[src/rtl/rbtf_pkg.sv]
// Package with sizes, operation codes, entry type and pointer helper of the reorder buffer.
package rbtf_pkg;

  localparam int ROB_DEPTH = 16;
  localparam int PTR_W     = $clog2(ROB_DEPTH);
  localparam int CNT_W     = $clog2(ROB_DEPTH + 1);
  localparam int STAMP_W   = 32;
  localparam int REG_W     = 6;
  localparam int FUNC_W    = 2;

  // Operation codes.
  localparam logic [FUNC_W-1:0] FUNC_ALLOC  = 2'd0;
  localparam logic [FUNC_W-1:0] FUNC_COMMIT = 2'd1;
  localparam logic [FUNC_W-1:0] FUNC_MATCH  = 2'd2;
  localparam logic [FUNC_W-1:0] FUNC_FLUSH  = 2'd3;

  // One buffer entry.
  typedef struct packed {
    logic [STAMP_W-1:0] stamp;
    logic [REG_W-1:0]   dest;
    logic               writes;
  } entry_t;

  // Slot that lies off places behind ptr, wrapping at the buffer depth.
  function automatic logic [PTR_W-1:0] ptr_add(input logic [PTR_W-1:0] ptr,
                                               input logic [CNT_W-1:0] off);
    logic [CNT_W:0] sum;
    sum = (CNT_W + 1)'(ptr) + (CNT_W + 1)'(off);
    if (sum >= (CNT_W + 1)'(ROB_DEPTH)) begin
      sum = sum - (CNT_W + 1)'(ROB_DEPTH);
    end
    return sum[PTR_W-1:0];
  endfunction

endpackage

[src/rtl/rbtf_cmp.sv]
// Shared timestamp compare unit used by match and by the flush scan.
module rbtf_cmp import rbtf_pkg::*; (
  input  logic [STAMP_W-1:0] entry_stamp_i,
  input  logic [STAMP_W-1:0] query_stamp_i,
  output logic               eq_o,
  output logic               lt_o
);

  // Unsigned compare of the stored stamp against the query stamp.
  assign eq_o = (entry_stamp_i == query_stamp_i);
  assign lt_o = (entry_stamp_i < query_stamp_i);

endmodule

[src/rtl/rbtf_mem.sv]
// Entry storage of the reorder buffer: one write port and one registered read port.
module rbtf_mem import rbtf_pkg::*; (
  input  logic             clk_i,
  input  logic             we_i,
  input  logic [PTR_W-1:0] waddr_i,
  input  entry_t           wdata_i,
  input  logic [PTR_W-1:0] raddr_i,
  output entry_t           rdata_o
);

  entry_t mem_q [ROB_DEPTH];
  entry_t rdata_q;

  // Write port.
  always_ff @(posedge clk_i) begin
    if (we_i) begin
      mem_q[waddr_i] <= wdata_i;
    end
  end

  // Registered read port.
  always_ff @(posedge clk_i) begin
    rdata_q <= mem_q[raddr_i];
  end

  assign rdata_o = rdata_q;

endmodule

[src/rtl/reorder_buffer_timestamp_flush.sv]
// Top level of the reorder buffer with timestamp flush.
// In-order queue of ROB_DEPTH entries (stamp, destination, writes flag) kept in one memory
// with a registered read port and served by one shared stamp comparator. An operation is
// taken when in_ready_o is high. For allocate, commit and match the result is loaded into
// the output register as the block leaves its execute state, and the block is then ready
// again. A flush walks the buffer from the head through the memory read port and
// comparator, one entry a cycle, and keeps the entries ahead of the first one whose stamp
// is not older than the flush stamp. While the output register holds a result that has
// not been taken, the next operation waits in its last step. The block takes a new
// operation as soon as the previous one has moved its result into the output register,
// even if that result is still waiting.
module reorder_buffer_timestamp_flush import rbtf_pkg::*; (
  input  logic               clk_i,
  input  logic               rst_ni,
  input  logic               in_valid_i,
  output logic               in_ready_o,
  input  logic [FUNC_W-1:0]  func_i,
  input  logic [STAMP_W-1:0] stamp_i,
  input  logic               writes_reg_i,
  input  logic [REG_W-1:0]   dest_reg_i,
  input  logic               query_valid_i,
  output logic               out_valid_o,
  input  logic               out_ready_i,
  output logic               accepted_o,
  output logic               commit_valid_o,
  output logic [REG_W-1:0]   commit_reg_o,
  output logic               matched_o,
  output logic               empty_res_o,
  output logic [CNT_W-1:0]   occupancy_o
);

  localparam logic S_IDLE = 1'b0;
  localparam logic S_EXEC = 1'b1;

  logic               state_q, state_d;
  logic [PTR_W-1:0]   head_q, head_d;
  logic [PTR_W-1:0]   tail_q, tail_d;
  logic [CNT_W-1:0]   fill_q, fill_d;
  logic [CNT_W-1:0]   scan_q, scan_d;

  // Operation held while it executes.
  logic [FUNC_W-1:0]  func_q;
  logic [STAMP_W-1:0] stamp_q;
  logic               writes_q;
  logic [REG_W-1:0]   dest_q;
  logic               qvalid_q;

  // Output register.
  logic               out_valid_q, out_valid_d;
  logic               acc_q, acc_d;
  logic               cvalid_q, cvalid_d;
  logic [REG_W-1:0]   creg_q, creg_d;
  logic               match_q, match_d;

  logic               in_xfer;
  logic               slot_free;
  logic               scan_go;
  logic               finish;
  logic               mem_we;
  logic [PTR_W-1:0]   rd_addr;
  entry_t             wr_entry;
  entry_t             rd_entry;
  logic               cmp_eq;
  logic               cmp_lt;

  assign in_ready_o = (state_q == S_IDLE);
  assign in_xfer    = in_valid_i && in_ready_o;
  assign slot_free  = !out_valid_q || out_ready_i;

  // Flush keeps walking while the entry under the read port is older than the boundary.
  assign scan_go = (state_q == S_EXEC) && (func_q == FUNC_FLUSH) && (scan_q < fill_q) &&
                   cmp_lt;
  assign finish  = (state_q == S_EXEC) && !scan_go && slot_free;
  assign rd_addr = ptr_add(head_q, scan_go ? scan_q + CNT_W'(1) : scan_q);

  assign mem_we   = finish && (func_q == FUNC_ALLOC) && (fill_q < CNT_W'(ROB_DEPTH));
  assign wr_entry = '{stamp: stamp_q, dest: dest_q, writes: writes_q};

  rbtf_mem u_mem (
    .clk_i   (clk_i),
    .we_i    (mem_we),
    .waddr_i (tail_q),
    .wdata_i (wr_entry),
    .raddr_i (rd_addr),
    .rdata_o (rd_entry)
  );

  rbtf_cmp u_cmp (
    .entry_stamp_i (rd_entry.stamp),
    .query_stamp_i (stamp_q),
    .eq_o          (cmp_eq),
    .lt_o          (cmp_lt)
  );

  // Sequencer and result generation.
  always_comb begin
    state_d     = state_q;
    head_d      = head_q;
    tail_d      = tail_q;
    fill_d      = fill_q;
    scan_d      = scan_q;
    out_valid_d = out_valid_q && !out_ready_i;
    acc_d       = acc_q;
    cvalid_d    = cvalid_q;
    creg_d      = creg_q;
    match_d     = match_q;

    if (in_xfer) begin
      state_d = S_EXEC;
    end
    if (scan_go) begin
      scan_d = scan_q + CNT_W'(1);
    end
    if (finish) begin
      state_d     = S_IDLE;
      scan_d      = '0;
      out_valid_d = 1'b1;
      acc_d       = 1'b0;
      cvalid_d    = 1'b0;
      creg_d      = '0;
      match_d     = 1'b0;
      case (func_q)
        FUNC_ALLOC: begin
          if (fill_q < CNT_W'(ROB_DEPTH)) begin
            tail_d = ptr_add(tail_q, CNT_W'(1));
            fill_d = fill_q + CNT_W'(1);
            acc_d  = 1'b1;
          end
        end
        FUNC_COMMIT: begin
          if (fill_q != '0) begin
            cvalid_d = rd_entry.writes;
            creg_d   = rd_entry.writes ? rd_entry.dest : '0;
            head_d   = ptr_add(head_q, CNT_W'(1));
            fill_d   = fill_q - CNT_W'(1);
          end
        end
        FUNC_MATCH: begin
          match_d = qvalid_q && (fill_q != '0) && cmp_eq;
        end
        FUNC_FLUSH: begin
          fill_d = scan_q;
          tail_d = ptr_add(head_q, scan_q);
        end
        default: begin
        end
      endcase
    end
  end

  // Control state.
  always_ff @(posedge clk_i or negedge rst_ni) begin
    if (!rst_ni) begin
      state_q     <= S_IDLE;
      head_q      <= '0;
      tail_q      <= '0;
      fill_q      <= '0;
      scan_q      <= '0;
      out_valid_q <= 1'b0;
    end else begin
      state_q     <= state_d;
      head_q      <= head_d;
      tail_q      <= tail_d;
      fill_q      <= fill_d;
      scan_q      <= scan_d;
      out_valid_q <= out_valid_d;
    end
  end

  // Operation capture on an input transfer.
  always_ff @(posedge clk_i) begin
    if (in_xfer) begin
      func_q   <= func_i;
      stamp_q  <= stamp_i;
      writes_q <= writes_reg_i;
      dest_q   <= dest_reg_i;
      qvalid_q <= query_valid_i;
    end
  end

  // Result payload.
  always_ff @(posedge clk_i) begin
    acc_q    <= acc_d;
    cvalid_q <= cvalid_d;
    creg_q   <= creg_d;
    match_q  <= match_d;
  end

  // Occupancy after the step is the fill count once the result is loaded.
  logic [CNT_W-1:0] occ_q;
  always_ff @(posedge clk_i) begin
    if (finish) begin
      occ_q <= fill_d;
    end
  end

  assign out_valid_o    = out_valid_q;
  assign accepted_o     = acc_q;
  assign commit_valid_o = cvalid_q;
  assign commit_reg_o   = creg_q;
  assign matched_o      = match_q;
  assign occupancy_o    = occ_q;
  assign empty_res_o    = (occ_q == '0);

endmodule

[config.mk]
export PLATFORM = sky130hd
export DESIGN_NAME = reorder_buffer_timestamp_flush
export DESIGN_NICKNAME = d
export VERILOG_FILES = /design/src/rtl/rbtf_pkg.sv /design/src/rtl/rbtf_cmp.sv /design/src/rtl/rbtf_mem.sv /design/src/rtl/reorder_buffer_timestamp_flush.sv
export SDC_FILE = /design/constraint.sdc
export NUM_CORES = 1
export LEC_CHECK = 0
export ABC_AREA = 0
export BUFFER_PORTS_ARGS = -buffer_cell sky130_fd_sc_hd__buf_4
export CORE_ASPECT_RATIO = 1.5
export CORE_MARGIN = 5
export CORE_UTILIZATION = 25
export CTS_BUF_LIST = sky130_fd_sc_hd__clkbuf_4 sky130_fd_sc_hd__clkbuf_8
export DETAILED_ROUTE_END_ITERATION = 8
export GPL_ROUTABILITY_DRIVEN = 0
export SETUP_SLACK_MARGIN = 0.4
export SKIP_LAST_GASP = 1
export SYNTH_ARGS = -nofsm -noshare
export SYNTH_HDL_FRONTEND = slang
export SYNTH_SLANG_ARGS = --single-unit
[constraint.sdc]
create_clock -name clk_i -period 20.7 [get_ports clk_i]
set_clock_uncertainty 0.05 [all_clocks]
set_input_delay 2.07 -clock clk_i [delete_from_list [all_inputs] [get_ports clk_i]]
set_output_delay 2.07 -clock clk_i [all_outputs]
set_load 0.01 [all_outputs]
# Word level (Yosys, flattened, before mapping)

Memory sizes are Yosys's and may differ from the RTL's. A register that Yosys moved wholly into a read port is not among the register bits.
Index checks and enable logic that the tools add are counted.
W data, S select, Z words.

Register bits after elaboration: 76
Bits in latches: 0
Bits in writable memories: 624
ROM bits: 0
Bits of input ports: 46
Output and inout bits: 17
Word-level logic and storage cells: 83
Memories: 1

$add $sub $neg: 11
Multipliers: 0
Div/mod/pow operators: 0
$lt $le $gt $ge: 7
Equality and inequality tests: 5
Shift-type cells: 0
Muxes and demuxes: 18
Bitwise logic cells: 1
Reduce and logical (&&, ||, !) cells: 24

Memories:

| name        | words | bits a word | read ports | clocked after Yosys merged registers in | wr ports | line           | RTL |
|---|---|---|---|---|---|---|---|
| u_mem.mem_q | 16    | 39          | 1          | 1                                       | 1        | rbtf_mem.sv:11 | `entry_t mem_q [ROB_DEPTH];` |

Operator list:

| operator              | count |
|---|---|
| $eq A32 B32 Y1        | 1 |
| $lt A32 B32 Y1        | 1 |
| $mux W5               | 5 |
| $mux W4               | 5 |
| $sub A4 B1 Y4 const B | 4 |
| $pmux W5 S3           | 1 |
| $add A4 B5 Y6         | 2 |
| $ge A6 B5 Y1 const B  | 2 |
| $logic_and A1 B1 Y1   | 11 |
| $add A4 B1 Y5 const B | 2 |
| $add A5 B1 Y5 const B | 2 |
| $ge A5 B5 Y1 const B  | 2 |
| $reduce_and A3 Y1     | 3 |
| $pmux W4 S2           | 1 |
| $mux W1               | 6 |
| $logic_not A5 Y1      | 1 |
| $lt A5 B5 Y1          | 1 |
| $lt A5 B5 Y1 const B  | 1 |
| $reduce_bool A5 Y1    | 1 |
| $sub A5 B1 Y5 const B | 1 |
| $eq A2 B2 Y1 const B  | 2 |
| $reduce_bool A2 Y1    | 2 |
| $logic_not A1 Y1      | 3 |
| $eq A2 B1 Y1 const B  | 1 |
| other kinds (5)       | 5 |

# Depth between registers and ports, before layout

Word-level depth: 11
Depth in mapped cells: 18
Depth with buffers taken out: 16

# By module

From an unflattened synthesis, not the netlist that was laid out.

Cells, all modules: 1,369
Area, all modules: 28,337.2 sq um

By module, submodules not included:

| module                         | times used | cells each | area an instance (sq um) | seq. area each (sq um) |
|---|---|---|---|---|
| rbtf_mem                       | 1          | 1,014      | 24,185.7                 | 19,518.7 |
| reorder_buffer_timestamp_flush | 1          | 240        | 3,343.2                  | 2,182.1 |
| rbtf_cmp                       | 1          | 115        | 808.3                    | 0.0 |

# Least setup slack after synthesis

Ideal clock, no wire load.

Kind: in2reg
Start point: input port out_ready_i
End point: memory u_mem.mem_q[11][0] (netlist bit), enable pin
Setup time: 0.546 ns
Arrival time: 6.776 ns
Required time: 20.104 ns
Path slack: 13.328 ns
Cell stages on the path: 6
Buffers on the path: 0
Path through: nand2b_1 -> nand2_1 -> a21o_1 -> inv_2 -> nand2_1 -> nor4b_1

Longest elaborated chain between the ends: 6

Ends and longest elaborated chain:

| item                              | line                                 | RTL |
|---|---|---|
| start, declared                   | reorder_buffer_timestamp_flush.sv:23 | `input logic out_ready_i,` |
| $logic_or A1 B1 Y1                | reorder_buffer_timestamp_flush.sv:68 | `assign slot_free = !out_valid_q \|\| out_ready_i;` |
| $logic_and A1 B1 Y1               | reorder_buffer_timestamp_flush.sv:73 | `assign finish = (state_q == S_EXEC) && !scan_go && slot_free;` |
| $logic_and A1 B1 Y1 (2 in series) | reorder_buffer_timestamp_flush.sv:76 | `assign mem_we = finish && (func_q == FUNC_ALLOC) && (fill_q < CNT_W'(ROB_DEPTH));` |
| $mux W1                           | rbtf_mem.sv:16                       | `if (we_i) begin` |
| $mux W1 (not written as such)     | rbtf_mem.sv:17                       | `mem_q[waddr_i] <= wdata_i;` |
| end, declared                     | rbtf_mem.sv:11                       |  |

No other way between the ends.

# Worst setup path after layout

Start point: register stamp_q[29]
End point: register u_mem.rdata_o[12] (netlist name)

Longest elaborated chain between the ends: 6
Elaborated cells between the ends (all ways): 7
Classes of those cells: 2 x add/sub; 2 x order compare; 2 x mux; 1 x reduce/logical

Ends and longest elaborated chain:

| item                                          | line                                  | RTL |
|---|---|---|
| start, declared                               | reorder_buffer_timestamp_flush.sv:43  | `logic [STAMP_W-1:0] stamp_q;` |
| start signal, assigned                        | reorder_buffer_timestamp_flush.sv:174 | `stamp_q <= stamp_i;` |
| $lt A32 B32 Y1 *                              | rbtf_cmp.sv:11                        | `assign lt_o = (entry_stamp_i < query_stamp_i);` |
| $logic_and A1 B1 Y1 *                         | reorder_buffer_timestamp_flush.sv:71  | `assign scan_go = (state_q == S_EXEC) && (func_q == FUNC_FLUSH) && (scan_q < fill_q) &&` |
| $mux W5 *                                     | -                                     |  |
| $add A4 B5 Y6 *                               | rbtf_pkg.sv:28                        | `sum = (CNT_W + 1)'(ptr) + (CNT_W + 1)'(off);` |
| $ge A6 B5 Y1 or $sub A4 B1 Y4 (tied branches) | rbtf_pkg.sv:29, rbtf_pkg.sv:30        |  |
| $mux W4 *                                     | rbtf_pkg.sv:29                        | `if (sum >= (CNT_W + 1)'(ROB_DEPTH)) begin` |

Every way passes the cells marked *; elsewhere a longest branch is shown, timed or not.
A chain may end at the register's enable or synchronous reset.

==> run summary <==
slew margin rel. - 30.5%
initial antenna violation count - 4
Min Hold Slack - 0.448 ns
Cell Area, Synth - 28700 sq um
largest net degree at the start of global routing - 79
Critical Path Max Stage Delay - 0.86 ns
final antenna-violating net count - 0
CP Launch Type - flip-flop
pwr dens - 144 nW/um^2
XOR/XNOR Fraction of Synth Area - 0.397%
H-tree depth - 3
final-report setup violation count - 0
via density per instance - 4.30
vias in the first global route - 14629
min Tclk post-route - 6.26 ns
list of most frequent post-synthesis cells - 680 x edfxtp_1, 156 x mux4_2, 118 x mux2i_1
First DRT Iteration DRCs - 995
routed len/inst - 20.9 um
Final Hold Vio Count - 0
Crit. End Element - flip-flop
worst-margin pin slew - 1.04 ns
fin cells - 3137
final period utilization - 30.3%
global route overflow - 0
WP buf/inv - 3
Net Count, Synth - 1472
total negative setup slack - 0 ns
flops & latches, synth - 739
Pins Over Slew Limit - 0
clock latency on the worst-skew pair - 0.73 ns
synthesized area per cell - 20.9 sq um
Crit path max-delay family - buffers and inverters
hold depth - 1
Initial Utilization - 25.1%
I/O Buffers - 62
Root Driver - clkbuf_8
area of the multi-input gates - 6700 sq um
# IOs - 63
Post-Place Cells - 2944
Gate Count Post-Synth - 1374
TritonCTS buffer count - 100
compound-gate portion of the synthesized area - 1.61%
FFs w/ async S/R, synth - 2.71%
most common cell in the synthesized netlist - edfxtp_1
# hold bufs at CTS - 0
Core Util, Final - 29.2%
Core ar. - 114000 sq um
mux share of post-synthesis cell area - 16.4%
TritonCTS Sinks - 739
total routed wirelength - 65600 um
post-route cell area - 33300 sq um
area post-placement - 31200 sq um
EDFF count, synth - 680
TritonCTS clock tree - built
adder-cell share of the synthesized area - 2.32%
Post CTS Setup Buffer Count - 0
DRC - 0
DIE AREA - 122000 sq um
HPWL after DPL - 34000 um
Synth Area in Simple Gates - 2.08%
Max Clock Freq - 0.160 GHz
register area share after synthesis - 75.7%
clock-pin transition on the worst setup and hold timing paths - 0.07 ns
RSZ-0062 raised after global routing - no
die height - 425 um
WS Path Type - flip-flop to flip-flop
Register-to-Register Path Depth - 15
Critical Path RT - 21.24 ns
CP Max Fanout - 45
total global routing track utilization - 10.7%
status - completed
Synth Flop Type - edfxtp_1
post-synth top area cell - edfxtp_1
CTS max path bufs - 3
DR pass1 iterations - 5
CP Cell Sequence - inv_1 -> ha_1 -> a21oi_1 -> nor2b_1 -> o21ai_0 -> nand3_1 -> a2111oi_4 -> nand2_1 -> xnor2_1 -> ha_4 -> buf_4 -> buf_4 -> mux4_2 -> mux2i_1 -> mux2i_1
main combinational cell family by area after synthesis - multiplexers
maximum VDD drop - 0.000109 V
ratio of cells with drive above 1 in the final layout - 27.6%
Site Rows - 152
fillers - 11106
Pleak - 0.0113 uW
# Max-Cap Violations - 0
critical path depth in cells - 15
Cell variety after synth - 51
Ys Warns - 0
Worst Hold Class - flip-flop to flip-flop
area grow syn2layout - 16.2%
DIE WIDTH - 287 um
Crit-path slowest cell - buf_4
post_cts resized - 0
top cell type's share of synthesized area - 71.2%
critical path arrival - 6.80 ns
first-pass GRT wire length - 97000 um
Synth area leaders - edfxtp_1 71%, mux4_2 12%, mux2i_1 4.1%
vias post-DR - 13494
Layout Nets - 1604
register area - 21700 sq um
==> cell usage in the layout (no fill, tap or decap), types with 4 or more instances in the layout <==
cell type and count:
edfxtp_1 680, mux4_2 156, mux2i_1 118, clkbuf_8 112, buf_4 85, inv_1 50
ha_1 49, dfxtp_1 39, clkbuf_4 35, a21oi_1 31, nand2_1 25, dfrtp_1 20
nor2_1 17, clkinv_1 17, nand3_1 15, clkinv_2 14, and3_1 12, o21ai_0 11
nor4_2 11, nand4_1 9, xnor2_1 9, diode_2 6, bufinv_16 5, nor4_1 4
a31oi_1 4, nor2_4 4
==> cells by family after synthesis <==
logic type | Yosys count
flip-flops | 739
multiplexers | 275
AND/OR/NAND/NOR | 115
buffers and inverters | 109
AO/OA/AOI/OAI | 71
adder cells (fa/ha/maj) | 52
XOR/XNOR | 13
==> report_power, final <==
part / total [uW] / internal, uW / leakage, uW / switching [uW]
logic: 1740 / 882 / 0.00347 / 858
registers: 1910 / 1790 / 0.00672 / 118
clock network: 1160 / 624 / 0.00114 / 537
==> state kept, by name (all words and copies together) (netlist names) <==
| name | count |
|---|---|
| dest_q | 6 |
| accepted_o | 1 |
| u_mem.mem_q | 624 |
| out_valid_o | 1 |
| scan_q | 5 |
| state_q | 1 |
| tail_q | 4 |
| commit_valid_o | 1 |
| head_q | 4 |
| u_mem.rdata_o | 39 |
| func_q | 2 |
| qvalid_q | 1 |
| stamp_q | 32 |
| commit_reg_o | 6 |
| occupancy_o | 5 |
| matched_o | 1 |
| fill_q | 5 |
| writes_q | 1 |
==> metrics by stage <==
| step | total power (uW) | worst slack [ns] |
|---|---|---|
| 3_3_place_gp | 3690 | 13.85 |
| 4_1_cts | 4900 | 14.21 |
| 5_1_grt | 5100 | 13.84 |
| 6_report | 4810 | 14.44 |
| 3_5_place_dp | 3730 | 14.28 |
| 2_1_floorplan | 3270 | 13.33 |
==> worst paths after layout <==
kind,slack (ns),to,start
max,14.44,u_mem.rdata_o[12],stamp_q[29]
min,0.45,head_q[3],head_q[3]
max reg2reg,14.44,u_mem.rdata_o[12],stamp_q[29]
min reg2reg,0.45,head_q[3],head_q[3]
max in group asynchronous,19.20,fill_q[0],rst_ni
min in group asynchronous,1.16,tail_q[1],rst_ni
==> per-layer routing <==
| metal | GRT usage, % | wire [um] | up-vias | part of all wire [%] |
|---|---|---|---|---|
| met5 | 0 | 0 | - | 0 |
| met4 | 3.79 | 1650 | 0 | 2.5 |
| met3 | 1.94 | 3080 | 104 | 4.7 |
| met2 | 19.0 | 34200 | 341 | 52 |
| met1 | 13.0 | 26700 | 7152 | 41 |
| li1 | - | - | 5897 | - |
==> final cells by class <==
cell class,count,area share [%]
Clock buffer,147,5.41
Inverter,52,0.586
Tap cell,1540,5.78
Multi-Input combinational cell,526,20.1
Clock inverter,40,0.965
Sequential cell,739,65.1
Timing Repair Buffer,87,1.99
Antenna cell,6,0.0451
No activity file was read; power rests on OpenSTA's default activity.
